### config.mk
export PLATFORM = sky130hd
export DESIGN_NAME = line_position_centroid_unit
export DESIGN_NICKNAME = d
export VERILOG_FILES = /design/src/design/lpc_pkg.sv /design/src/design/lpc_lane.sv /design/src/design/lpc_merge.sv /design/src/design/lpc_div_stage.sv /design/src/design/line_position_centroid_unit.sv
export SDC_FILE = /design/constraint.sdc
export NUM_CORES = 2
export LEC_CHECK = 0
export BUFFER_PORTS_ARGS = -buffer_cell sky130_fd_sc_hd__buf_2
export CORE_MARGIN = 2
export CORE_UTILIZATION = 60
export DETAILED_ROUTE_END_ITERATION = 8
export PLACE_DENSITY_LB_ADDON = 0.08
export SYNTH_ARGS = -nofsm -noshare
export SYNTH_HDL_FRONTEND = slang
export SYNTH_HIERARCHICAL = 1
export SYNTH_SLANG_ARGS = --single-unit
### constraint.sdc
create_clock -name i_clk -period 13.7 [get_ports i_clk]
set_clock_uncertainty 0.1 [all_clocks]
set_input_delay 2.055 -clock i_clk [delete_from_list [all_inputs] [get_ports i_clk]]
set_output_delay 2.055 -clock i_clk [all_outputs]
set_load 0.01 [all_outputs]
### src/design/lpc_pkg.sv
// ----------------------------------------------------------------------------
// lpc_pkg: line position centroid shared definitions
// Field widths, register indexes, reset values and beat structs.
// ----------------------------------------------------------------------------
package lpc_pkg;

    localparam int SMP_W     = 12;
    localparam int MAX_LANES = 8;
    localparam int IDX_W     = 3;
    localparam int CNT_W     = 4;
    localparam int WSMP_W    = 15;
    localparam int SUM_W     = 15;
    localparam int USUM_W    = 17;
    localparam int SPC_W     = 12;
    localparam int WPROD_W   = USUM_W + SPC_W;
    localparam int QUO_W     = 15;
    localparam int POS_W     = 15;
    localparam int OFF_W     = 14;
    localparam int CFG_IDX_W = 2;
    localparam int CFG_DAT_W = 12;

    localparam logic [SMP_W-1:0] THRESHOLD_RST = 12'd4094;
    localparam logic [CNT_W-1:0] COUNT_RST     = 4'd8;
    localparam logic [SPC_W-1:0] SPACING_RST   = 12'd1000;
    localparam logic [CNT_W-1:0] COUNT_MIN     = 4'd2;

    typedef enum logic [CFG_IDX_W-1:0] {
        CFG_THRESHOLD = 2'd0,
        CFG_COUNT     = 2'd1,
        CFG_SPACING   = 2'd2
    } t_cfg_idx;

    typedef struct packed {
        logic [SMP_W-1:0] sample_0;
        logic [SMP_W-1:0] sample_1;
        logic [SMP_W-1:0] sample_2;
        logic [SMP_W-1:0] sample_3;
        logic [SMP_W-1:0] sample_4;
        logic [SMP_W-1:0] sample_5;
        logic [SMP_W-1:0] sample_6;
        logic [SMP_W-1:0] sample_7;
    } t_frame;

    typedef struct packed {
        logic signed [POS_W-1:0] line_position;
        logic                    line_found;
    } t_result;

    typedef struct packed {
        logic [WPROD_W-1:0] wsum;
        logic [SUM_W-1:0]   sum;
        logic               found;
    } t_merge_beat;

    typedef struct packed {
        logic [QUO_W-1:0] rem;
        logic [QUO_W-1:0] wlo;
        logic [SUM_W-1:0] dvs;
        logic [QUO_W-1:0] quo;
        logic             found;
    } t_div_beat;

endpackage

### src/design/lpc_lane.sv
// ----------------------------------------------------------------------------
// lpc_lane: one sensor lane
// Thresholds and masks one sample and forms its index-weighted value.
// ----------------------------------------------------------------------------
module lpc_lane (
    input  logic                        i_clk,
    input  logic                        i_en,
    input  logic [lpc_pkg::SMP_W-1:0]   i_sample,
    input  logic [lpc_pkg::SMP_W-1:0]   i_threshold,
    input  logic [lpc_pkg::CNT_W-1:0]   i_count,
    input  logic [lpc_pkg::IDX_W-1:0]   i_lane_idx,
    output logic [lpc_pkg::SMP_W-1:0]   o_kept,
    output logic [lpc_pkg::WSMP_W-1:0]  o_weighted
);
    import lpc_pkg::*;

    logic [SMP_W-1:0]  n_kept;
    logic [WSMP_W-1:0] n_weighted;
    logic [SMP_W-1:0]  r_kept;
    logic [WSMP_W-1:0] r_weighted;

    always_comb begin
        if (i_sample >= i_threshold && CNT_W'(i_lane_idx) < i_count) begin
            n_kept = i_sample;
        end else begin
            n_kept = '0;
        end
        n_weighted = WSMP_W'(n_kept) * WSMP_W'(i_lane_idx);
    end

    always_ff @(posedge i_clk) begin
        if (i_en) begin
            r_kept     <= n_kept;
            r_weighted <= n_weighted;
        end
    end

    assign o_kept     = r_kept;
    assign o_weighted = r_weighted;

endmodule

### src/design/lpc_merge.sv
// ----------------------------------------------------------------------------
// lpc_merge: lane merge
// Adds the lane results, then scales the weighted sum by the spacing.
// ----------------------------------------------------------------------------
module lpc_merge (
    input  logic                        i_clk,
    input  logic                        i_en_sum,
    input  logic                        i_en_mul,
    input  logic [lpc_pkg::SMP_W-1:0]   i_kept     [lpc_pkg::MAX_LANES],
    input  logic [lpc_pkg::WSMP_W-1:0]  i_weighted [lpc_pkg::MAX_LANES],
    input  logic [lpc_pkg::SPC_W-1:0]   i_spacing,
    output lpc_pkg::t_merge_beat        o_beat
);
    import lpc_pkg::*;

    logic [SUM_W-1:0]  n_sum;
    logic [USUM_W-1:0] n_usum;
    logic [SUM_W-1:0]  r_sum;
    logic [USUM_W-1:0] r_usum;
    t_merge_beat       n_beat;
    t_merge_beat       r_beat;

    always_comb begin
        n_sum  = '0;
        n_usum = '0;
        for (int k = 0; k < MAX_LANES; k++) begin
            n_sum  = n_sum + SUM_W'(i_kept[k]);
            n_usum = n_usum + USUM_W'(i_weighted[k]);
        end
    end

    always_comb begin
        n_beat.wsum  = WPROD_W'(r_usum) * WPROD_W'(i_spacing);
        n_beat.sum   = r_sum;
        n_beat.found = (r_sum != '0);
    end

    always_ff @(posedge i_clk) begin
        if (i_en_sum) begin
            r_sum  <= n_sum;
            r_usum <= n_usum;
        end
        if (i_en_mul) begin
            r_beat <= n_beat;
        end
    end

    assign o_beat = r_beat;

endmodule

### src/design/lpc_div_stage.sv
// ----------------------------------------------------------------------------
// lpc_div_stage: one restoring divider step
// Shifts in one dividend bit and produces one quotient bit.
// ----------------------------------------------------------------------------
module lpc_div_stage (
    input  logic                 i_clk,
    input  logic                 i_en,
    input  lpc_pkg::t_div_beat   i_beat,
    output lpc_pkg::t_div_beat   o_beat
);
    import lpc_pkg::*;

    logic [QUO_W:0] n_trial;
    logic           n_take;
    t_div_beat      n_beat;
    t_div_beat      r_beat;

    always_comb begin
        n_trial      = {i_beat.rem, i_beat.wlo[QUO_W-1]};
        n_take       = (n_trial >= {1'b0, i_beat.dvs});
        n_beat       = i_beat;
        n_beat.rem   = n_take ? QUO_W'(n_trial - {1'b0, i_beat.dvs}) : n_trial[QUO_W-1:0];
        n_beat.wlo   = {i_beat.wlo[QUO_W-2:0], 1'b0};
        n_beat.quo   = {i_beat.quo[QUO_W-2:0], n_take};
    end

    always_ff @(posedge i_clk) begin
        if (i_en) begin
            r_beat <= n_beat;
        end
    end

    assign o_beat = r_beat;

endmodule

### src/design/line_position_centroid_unit.sv
// ----------------------------------------------------------------------------
// line_position_centroid_unit: line sensor position centroid
// Thresholds up to eight samples, forms the weighted average lane position
// and centers it on the middle of the array.
// ----------------------------------------------------------------------------
//  channel   signals                          dir  beat
//  frame     i_valid o_ready i_data           in   eight 12-bit samples
//  result    o_valid i_ready o_result         out  position and found flag
//  config    i_cfg_we i_cfg_idx i_cfg_data    in   one register write
//
//  One beat per cycle while i_ready holds; stages are lane, sum, multiply,
//  15 divider steps and output, the divider giving one quotient bit per step.
//  Reset clears the stage valid bits and loads register defaults.
//  A stall holds full stages only; empty stages keep filling upstream.
// ----------------------------------------------------------------------------
module line_position_centroid_unit #(
    parameter int LANES = 8
) (
    input  logic                            i_clk,
    input  logic                            i_rst_n,
    input  logic                            i_valid,
    output logic                            o_ready,
    input  lpc_pkg::t_frame                 i_data,
    output logic                            o_valid,
    input  logic                            i_ready,
    output lpc_pkg::t_result                o_result,
    input  logic                            i_cfg_we,
    input  logic [lpc_pkg::CFG_IDX_W-1:0]   i_cfg_idx,
    input  logic [lpc_pkg::CFG_DAT_W-1:0]   i_cfg_data
);
    import lpc_pkg::*;

    localparam int NSTG = 3 + QUO_W + 1;
    localparam logic [CNT_W-1:0] LANES_CNT = CNT_W'(LANES);

    logic [SMP_W-1:0]  r_threshold;
    logic [CNT_W-1:0]  r_count;
    logic [SPC_W-1:0]  r_spacing;

    logic [NSTG-1:0]   r_vld;
    logic [NSTG:0]     w_rdy;

    logic [CNT_W-1:0]  w_count;
    logic [IDX_W-1:0]  w_cnt_m1;
    logic [POS_W-1:0]  w_offprod;
    logic [OFF_W-1:0]  w_offset;

    logic [SMP_W-1:0]  w_smp      [MAX_LANES];
    logic [SMP_W-1:0]  w_kept     [MAX_LANES];
    logic [WSMP_W-1:0] w_weighted [MAX_LANES];

    t_merge_beat       w_merge;
    t_div_beat         w_div [QUO_W+1];

    logic [POS_W-1:0]  n_pos;
    t_result           n_result;
    t_result           r_result;

    // config registers
    always_ff @(posedge i_clk) begin
        if (!i_rst_n) begin
            r_threshold <= THRESHOLD_RST;
            r_count     <= COUNT_RST;
            r_spacing   <= SPACING_RST;
        end else if (i_cfg_we) begin
            unique case (t_cfg_idx'(i_cfg_idx))
                CFG_THRESHOLD: r_threshold <= i_cfg_data[SMP_W-1:0];
                CFG_COUNT:     r_count     <= i_cfg_data[CNT_W-1:0];
                CFG_SPACING:   r_spacing   <= i_cfg_data[SPC_W-1:0];
                default:       ;
            endcase
        end
    end

    always_comb begin
        if (r_count < COUNT_MIN) begin
            w_count = COUNT_MIN;
        end else if (r_count > LANES_CNT) begin
            w_count = LANES_CNT;
        end else begin
            w_count = r_count;
        end
        w_cnt_m1  = IDX_W'(w_count - 1'b1);
        w_offprod = POS_W'(w_cnt_m1) * POS_W'(r_spacing);
        w_offset  = w_offprod[POS_W-1:1];
    end

    // stage handshake: a stage loads when empty or when its successor moves
    assign w_rdy[NSTG] = i_ready;
    for (genvar k = 0; k < NSTG; k++) begin : g_rdy
        assign w_rdy[k] = !r_vld[k] || w_rdy[k+1];
    end

    always_ff @(posedge i_clk) begin
        if (!i_rst_n) begin
            r_vld <= '0;
        end else begin
            if (w_rdy[0]) begin
                r_vld[0] <= i_valid;
            end
            for (int k = 1; k < NSTG; k++) begin
                if (w_rdy[k]) begin
                    r_vld[k] <= r_vld[k-1];
                end
            end
        end
    end

    assign o_ready = w_rdy[0];
    assign o_valid = r_vld[NSTG-1];

    // lanes
    assign w_smp[0] = i_data.sample_0;
    assign w_smp[1] = i_data.sample_1;
    assign w_smp[2] = i_data.sample_2;
    assign w_smp[3] = i_data.sample_3;
    assign w_smp[4] = i_data.sample_4;
    assign w_smp[5] = i_data.sample_5;
    assign w_smp[6] = i_data.sample_6;
    assign w_smp[7] = i_data.sample_7;

    for (genvar g = 0; g < MAX_LANES; g++) begin : g_lane
        if (g < LANES) begin : g_on
            lpc_lane u_lane (
                .i_clk       (i_clk),
                .i_en        (w_rdy[0]),
                .i_sample    (w_smp[g]),
                .i_threshold (r_threshold),
                .i_count     (w_count),
                .i_lane_idx  (IDX_W'(g)),
                .o_kept      (w_kept[g]),
                .o_weighted  (w_weighted[g])
            );
        end else begin : g_off
            assign w_kept[g]     = '0;
            assign w_weighted[g] = '0;
        end
    end

    lpc_merge u_merge (
        .i_clk      (i_clk),
        .i_en_sum   (w_rdy[1]),
        .i_en_mul   (w_rdy[2]),
        .i_kept     (w_kept),
        .i_weighted (w_weighted),
        .i_spacing  (r_spacing),
        .o_beat     (w_merge)
    );

    // divider: quotient is below 2^15, so the top bits start as remainder
    always_comb begin
        w_div[0].rem   = QUO_W'(w_merge.wsum[WPROD_W-1:QUO_W]);
        w_div[0].wlo   = w_merge.wsum[QUO_W-1:0];
        w_div[0].dvs   = w_merge.sum;
        w_div[0].quo   = '0;
        w_div[0].found = w_merge.found;
    end

    for (genvar j = 0; j < QUO_W; j++) begin : g_div
        lpc_div_stage u_div (
            .i_clk  (i_clk),
            .i_en   (w_rdy[3+j]),
            .i_beat (w_div[j]),
            .o_beat (w_div[j+1])
        );
    end

    // output
    always_comb begin
        n_pos = w_div[QUO_W].quo - POS_W'(w_offset);
        n_result.line_found = w_div[QUO_W].found;
        if (w_div[QUO_W].found) begin
            n_result.line_position = signed'(n_pos);
        end else begin
            n_result.line_position = '0;
        end
    end

    always_ff @(posedge i_clk) begin
        if (w_rdy[NSTG-1]) begin
            r_result <= n_result;
        end
    end

    assign o_result = r_result;

`ifndef SYNTH
    a_full_stall: assert property (@(posedge i_clk) disable iff (!i_rst_n)
        (&r_vld) && !i_ready |-> !o_ready)
        else $error("input accepted while every stage is full and stalled");

    a_rem_bound: assert property (@(posedge i_clk) disable iff (!i_rst_n)
        r_vld[NSTG-2] && w_div[QUO_W].found |-> w_div[QUO_W].rem < w_div[QUO_W].dvs)
        else $error("divider remainder not below divisor");

    a_empty_zero: assert property (@(posedge i_clk) disable iff (!i_rst_n)
        o_valid && !o_result.line_found |-> o_result.line_position == '0)
        else $error("nonzero position without a line");

    a_pos_range: assert property (@(posedge i_clk) disable iff (!i_rst_n)
        o_valid |-> o_result.line_position >= -15'sd14332)
        else $error("position below the lowest centered value");
`endif

endmodule
# --- Word-level counts from Yosys, hierarchy flattened ---
# Index checks and enable logic that the tools add are counted.
classes:
  n_eq_ne: 2
  addsub: 29
  n_mul: 6
  mux: 20
  order_cmp: 33
  n_reduce_logical: 51
ops:
  columns: ["operator", "count"]
  rows:
  - ["$ge A16 B15 Y1", 14]
  - ["$mux W15", 14]
  - ["$sub A15 B15 Y15", 14]
  - ["$ge A12 B12 Y1", 8]
  - ["$add A15 B12 Y15", 6]
  - ["$add A17 B15 Y17", 4]
  - ["$mux W12", 4]
  - ["$mul A12 B3 Y15 const B", 2]
  - ["$mul A17 B12 Y29", 1]
  - ["$mul A12 B2 Y14 const B", 2]
  - ["$logic_not A1 Y1", 19]
  - ["$logic_or A1 B1 Y1", 19]
  - ["$add A17 B14 Y17", 1]
  - ["$lt A3 B4 Y1 const A", 4]
  - ["$ge A15 B15 Y1", 1]
  - ["$mul A3 B12 Y15", 1]
  - ["$reduce_bool A15 Y1", 1]
  - ["$sub A15 B14 Y15", 1]
  - ["$add A12 B13 Y14", 1]
  - ["$add A12 B12 Y13", 1]
  - ["$logic_and A1 B1 Y1", 8]
  - ["$lt A1 B4 Y1 const A", 2]
  - ["$lt A2 B4 Y1 const A", 2]
  - ["$mux W4", 2]
  - ["other kinds (7)", 9]
word_totals:
  word_cells: 254
  input_bits: 115
  reg_bits: 955

# --- Depth between registers and ports, before layout ---
depth:
  word_depth: 20
  ltp_mapped: 24

# --- Hierarchy ---
# The synthesis kept the hierarchy.
modules_own_cells:
  columns: ["mod", "area_per_inst_um2", "seq_area_each_um2", "cells_each", "n_inst"]
  rows:
  - ["lpc_div_stage (g_div[0].u_div ...)", 2880.3, 1801.7, 203, 14]
  - ["lpc_merge", 14246.2, 2312.2, 1436, 1]
  - ["lpc_lane (g_lane[0].g_on.u_lane ...)", 2399.8, 810.8, 241, 4]
  - ["lpc_lane (g_lane[5].g_on.u_lane ...)", 2263.4, 810.8, 226, 3]
  - ["line_position_centroid_unit", 3962.6, 1421.4, 460, 1]
  - ["lpc_lane (g_lane[4].g_on.u_lane)", 3437.0, 810.8, 343, 1]
  - ["lpc_div_stage (g_div[4].u_div)", 2807.7, 1801.7, 196, 1]

# --- Worst setup path after synthesis ---
# Ideal clock, no wire load.
synth_path:
  path_type: "input to output"
  start: "input port i_ready"
  end: "output port o_ready"
  n_path_buf: 1
  path_slack_ns: 4.027
  arrival_ns: 7.518
  path_stages: 7
  t_required_ns: 11.545
  cell_sequence: "nor2b_4 -> inv_2 -> nor3_4 -> and3_1 -> buf_4 -> and4_4 -> nand2_1"
synth_via:
  elab_chain_len: 19
synth_rtl:
  columns: ["element", "line", "rtl"]
  rows:
  - ["from (decl)", "line_position_centroid_unit.sv:25", "input logic i_ready,"]
  - ["$logic_or A1 B1 Y1", "line_position_centroid_unit.sv:91", "assign w_rdy[k] = !r_vld[k] || w_rdy[k+1];"]
  - ["net w_rdy[18]", "line_position_centroid_unit.sv:41", "logic [NSTG:0] w_rdy;"]
  - ["$logic_or A1 B1 Y1 (18 in series)", "line_position_centroid_unit.sv:91", null]
  - ["to (decl)", "line_position_centroid_unit.sv:22", "output logic o_ready,"]
# The timed path passes the listed nets, and every way through them passes these cells.

==> results.cfg <==
[status]
status = finished, final reports clean

[timing]
slew_viol_final = 0
whs_ps = 310.8
setup_viol = 0
slew_headroom_pct = 21.66
rsz0062_at_grt = no
fin_crit_ps = 6290
tightest_slew_ps = 1173
hold_viol_final = 0
fin_crit_sh_pct = 45.91
finalSetupTns_ps = 0
fmax_mhz = 159.0
layout_setup_ws_ps = 7410

[critical_path]
reg2reg_setup_slack_ps = 7410
reg2reg_to = u_merge/o_beat[44]
rr_worst_depth = 16
start_kind = register
crit_required_ps = 14070
path_class = reg -> reg
worst_setup_path_end_kind = register
crit_arrival_ps = 6670
critPathMaxFanout = 21
worstReg2RegStart = r_spacing[3]

[global_route]
grt_pass1_wl_um = 283500
grt_pass1_vias = 48475
grt_use_total_pct = 29.69
antenna_found_initial = 35
grt-ovfl-total = 0
grt_max_degree = 86

[detailed_routing]
wl_um = 184000
dr.pass1.iters = 8
drc_errors = 0
postRouteAntennaNets = 0
vias = 49482
avgViaCountPerCell = 5.854
drt_iter0_drc = 3856
wl_per_cell_um = 21.77

[floorplanning]
io_pins = 133
die_area_um2 = 124800
fp.coreArea_um2 = 121400
rows = 128
start_util_pct = 60.30
chipWidth_um = 353.3
dieHeight_um = 353.3

[clock_network]
cts-root-buf = clkbuf_16
cts-hold-fix-buffers = 0
cts-htree-levels = 3
cts_max_path_buffers = 3
clk_latency_ps = 740
cts_buffers = 106
cts_setup_buffers = 0
path_clk_slew_ps = 60
cts_tree = done
cts_sinks = 1016
cts.repair.resized = 0

[finish]
area_growth_pct = 7.462
drive_gt1_share_pct = 10.10
fin_nets = 7844
layout_commonest_cell = inv_1
final_util_pct = 64.80
fillers = 9625
design_area_um2 = 78670
layout_common_cells = 1040 x inv_1, 969 x edfxtp_1, 577 x ha_1, 492 x nand2_1, 425 x fa_1

[synthesis]
synth_warnings = 6
syn-cell-area_um2 = 73210
synthCells = 6570
syn_avg_cell_area_um2 = 11.14

[power]
p_leak_nw = 34.77
peakVddDrop_v = 0.0005680
p_per_area_nw_per_um2 = 251.6

[flow_run]
cap_violations = 0

[min_path]
hold_depth = 0
min_from = g_div[2].u_div/o_beat[1]
hold_path_end = g_div[3].u_div/o_beat[2]
min_path_type = reg -> reg

[placement]
place_area_um2 = 74990
dp_hpwl_um = 141800
port_buffers = 132
globalplace.congestion = 0.9338
pre_cts_ws_ps = 7503
metal layers:
metal	vias up	track usage (%)	part of all wire (%)
met3	348	4.052	6.4
li1	23368	-	-
met1	24218	38.68	40
met2	1536	49.75	48
met4	12	13.14	4.6
met5	-	0	0.043
state kept, by name, summed over array words and instances, names as in the netlist:
name and flops:
r_count 4, u_merge/r_sum 15, g_lane.g_on.u_lane/o_weighted 120, r_threshold 12, g_lane.g_on.u_lane/o_kept 96, r_vld 19
u_merge/o_beat 45, g_div.u_div/o_beat 660, u_merge/r_usum 17, o_result 16, r_spacing 12
report_power, final:
part / switching [mW] / internal [mW]
combinational: 6.47 / 4.76
sequential: 0.651 / 4.93
clock: 1.28 / 1.71
total: 8.40 / 11.4
per-stage QoR:
stage | power, mW | instances
final | 19.80 | 8453
after global routing | 21.27 | 8443
after CTS | 19.78 | 8440
after detailed placement | 16.66 | 8244
after global placement | 16.56 | 8244
after floorplan | 13.92 | 6671
worst max-delay path by stage:
stage | startpoint | end | slack [ps] | cells past startpoint
3_5_place_dp | i_data[0] | g_lane[7].g_on.u_lane/o_weighted[12] | 7500 | 18
5_1_grt | r_spacing[3] | u_merge/o_beat[44] | 7210 | 16
3_3_place_gp | i_data[0] | g_lane[7].g_on.u_lane/o_weighted[12] | 7540 | 18
6_report | r_spacing[3] | u_merge/o_beat[44] | 7410 | 16
2_1_floorplan | i_ready | o_ready | 4030 | 7
4_1_cts | i_ready | o_ready | 7560 | 8
critical path: stages (launching register included):
cell and delay [ps]:
dfxtp_1 1030, nand2_1 200, fa_1 620, fa_1 450, fa_1 550, inv_1 50
fa_1 470, inv_1 50, fa_1 470, inv_1 40, ha_1 370, o21ai_1 140
a211oi_1 300, o21ai_2 120, a211oi_1 610, nor3_1 120, or3_1 330
final cells by class:
type / count / area [µm²] / share of cell area, %
clock buffers: 124 / 2720 / 3.458
diodes: 13 / 32.53 / 0.04135
repair buffers: 183 / 1044 / 1.326
multi-input cells: 4372 / 37940 / 48.23
well taps: 1625 / 2033 / 2.585
flip-flops and latches: 1016 / 30040 / 38.18
inverters: 1048 / 3934 / 5.000
clock inverters: 72 / 923.4 / 1.174
Note: power is estimated with default switching activity, not from simulation.
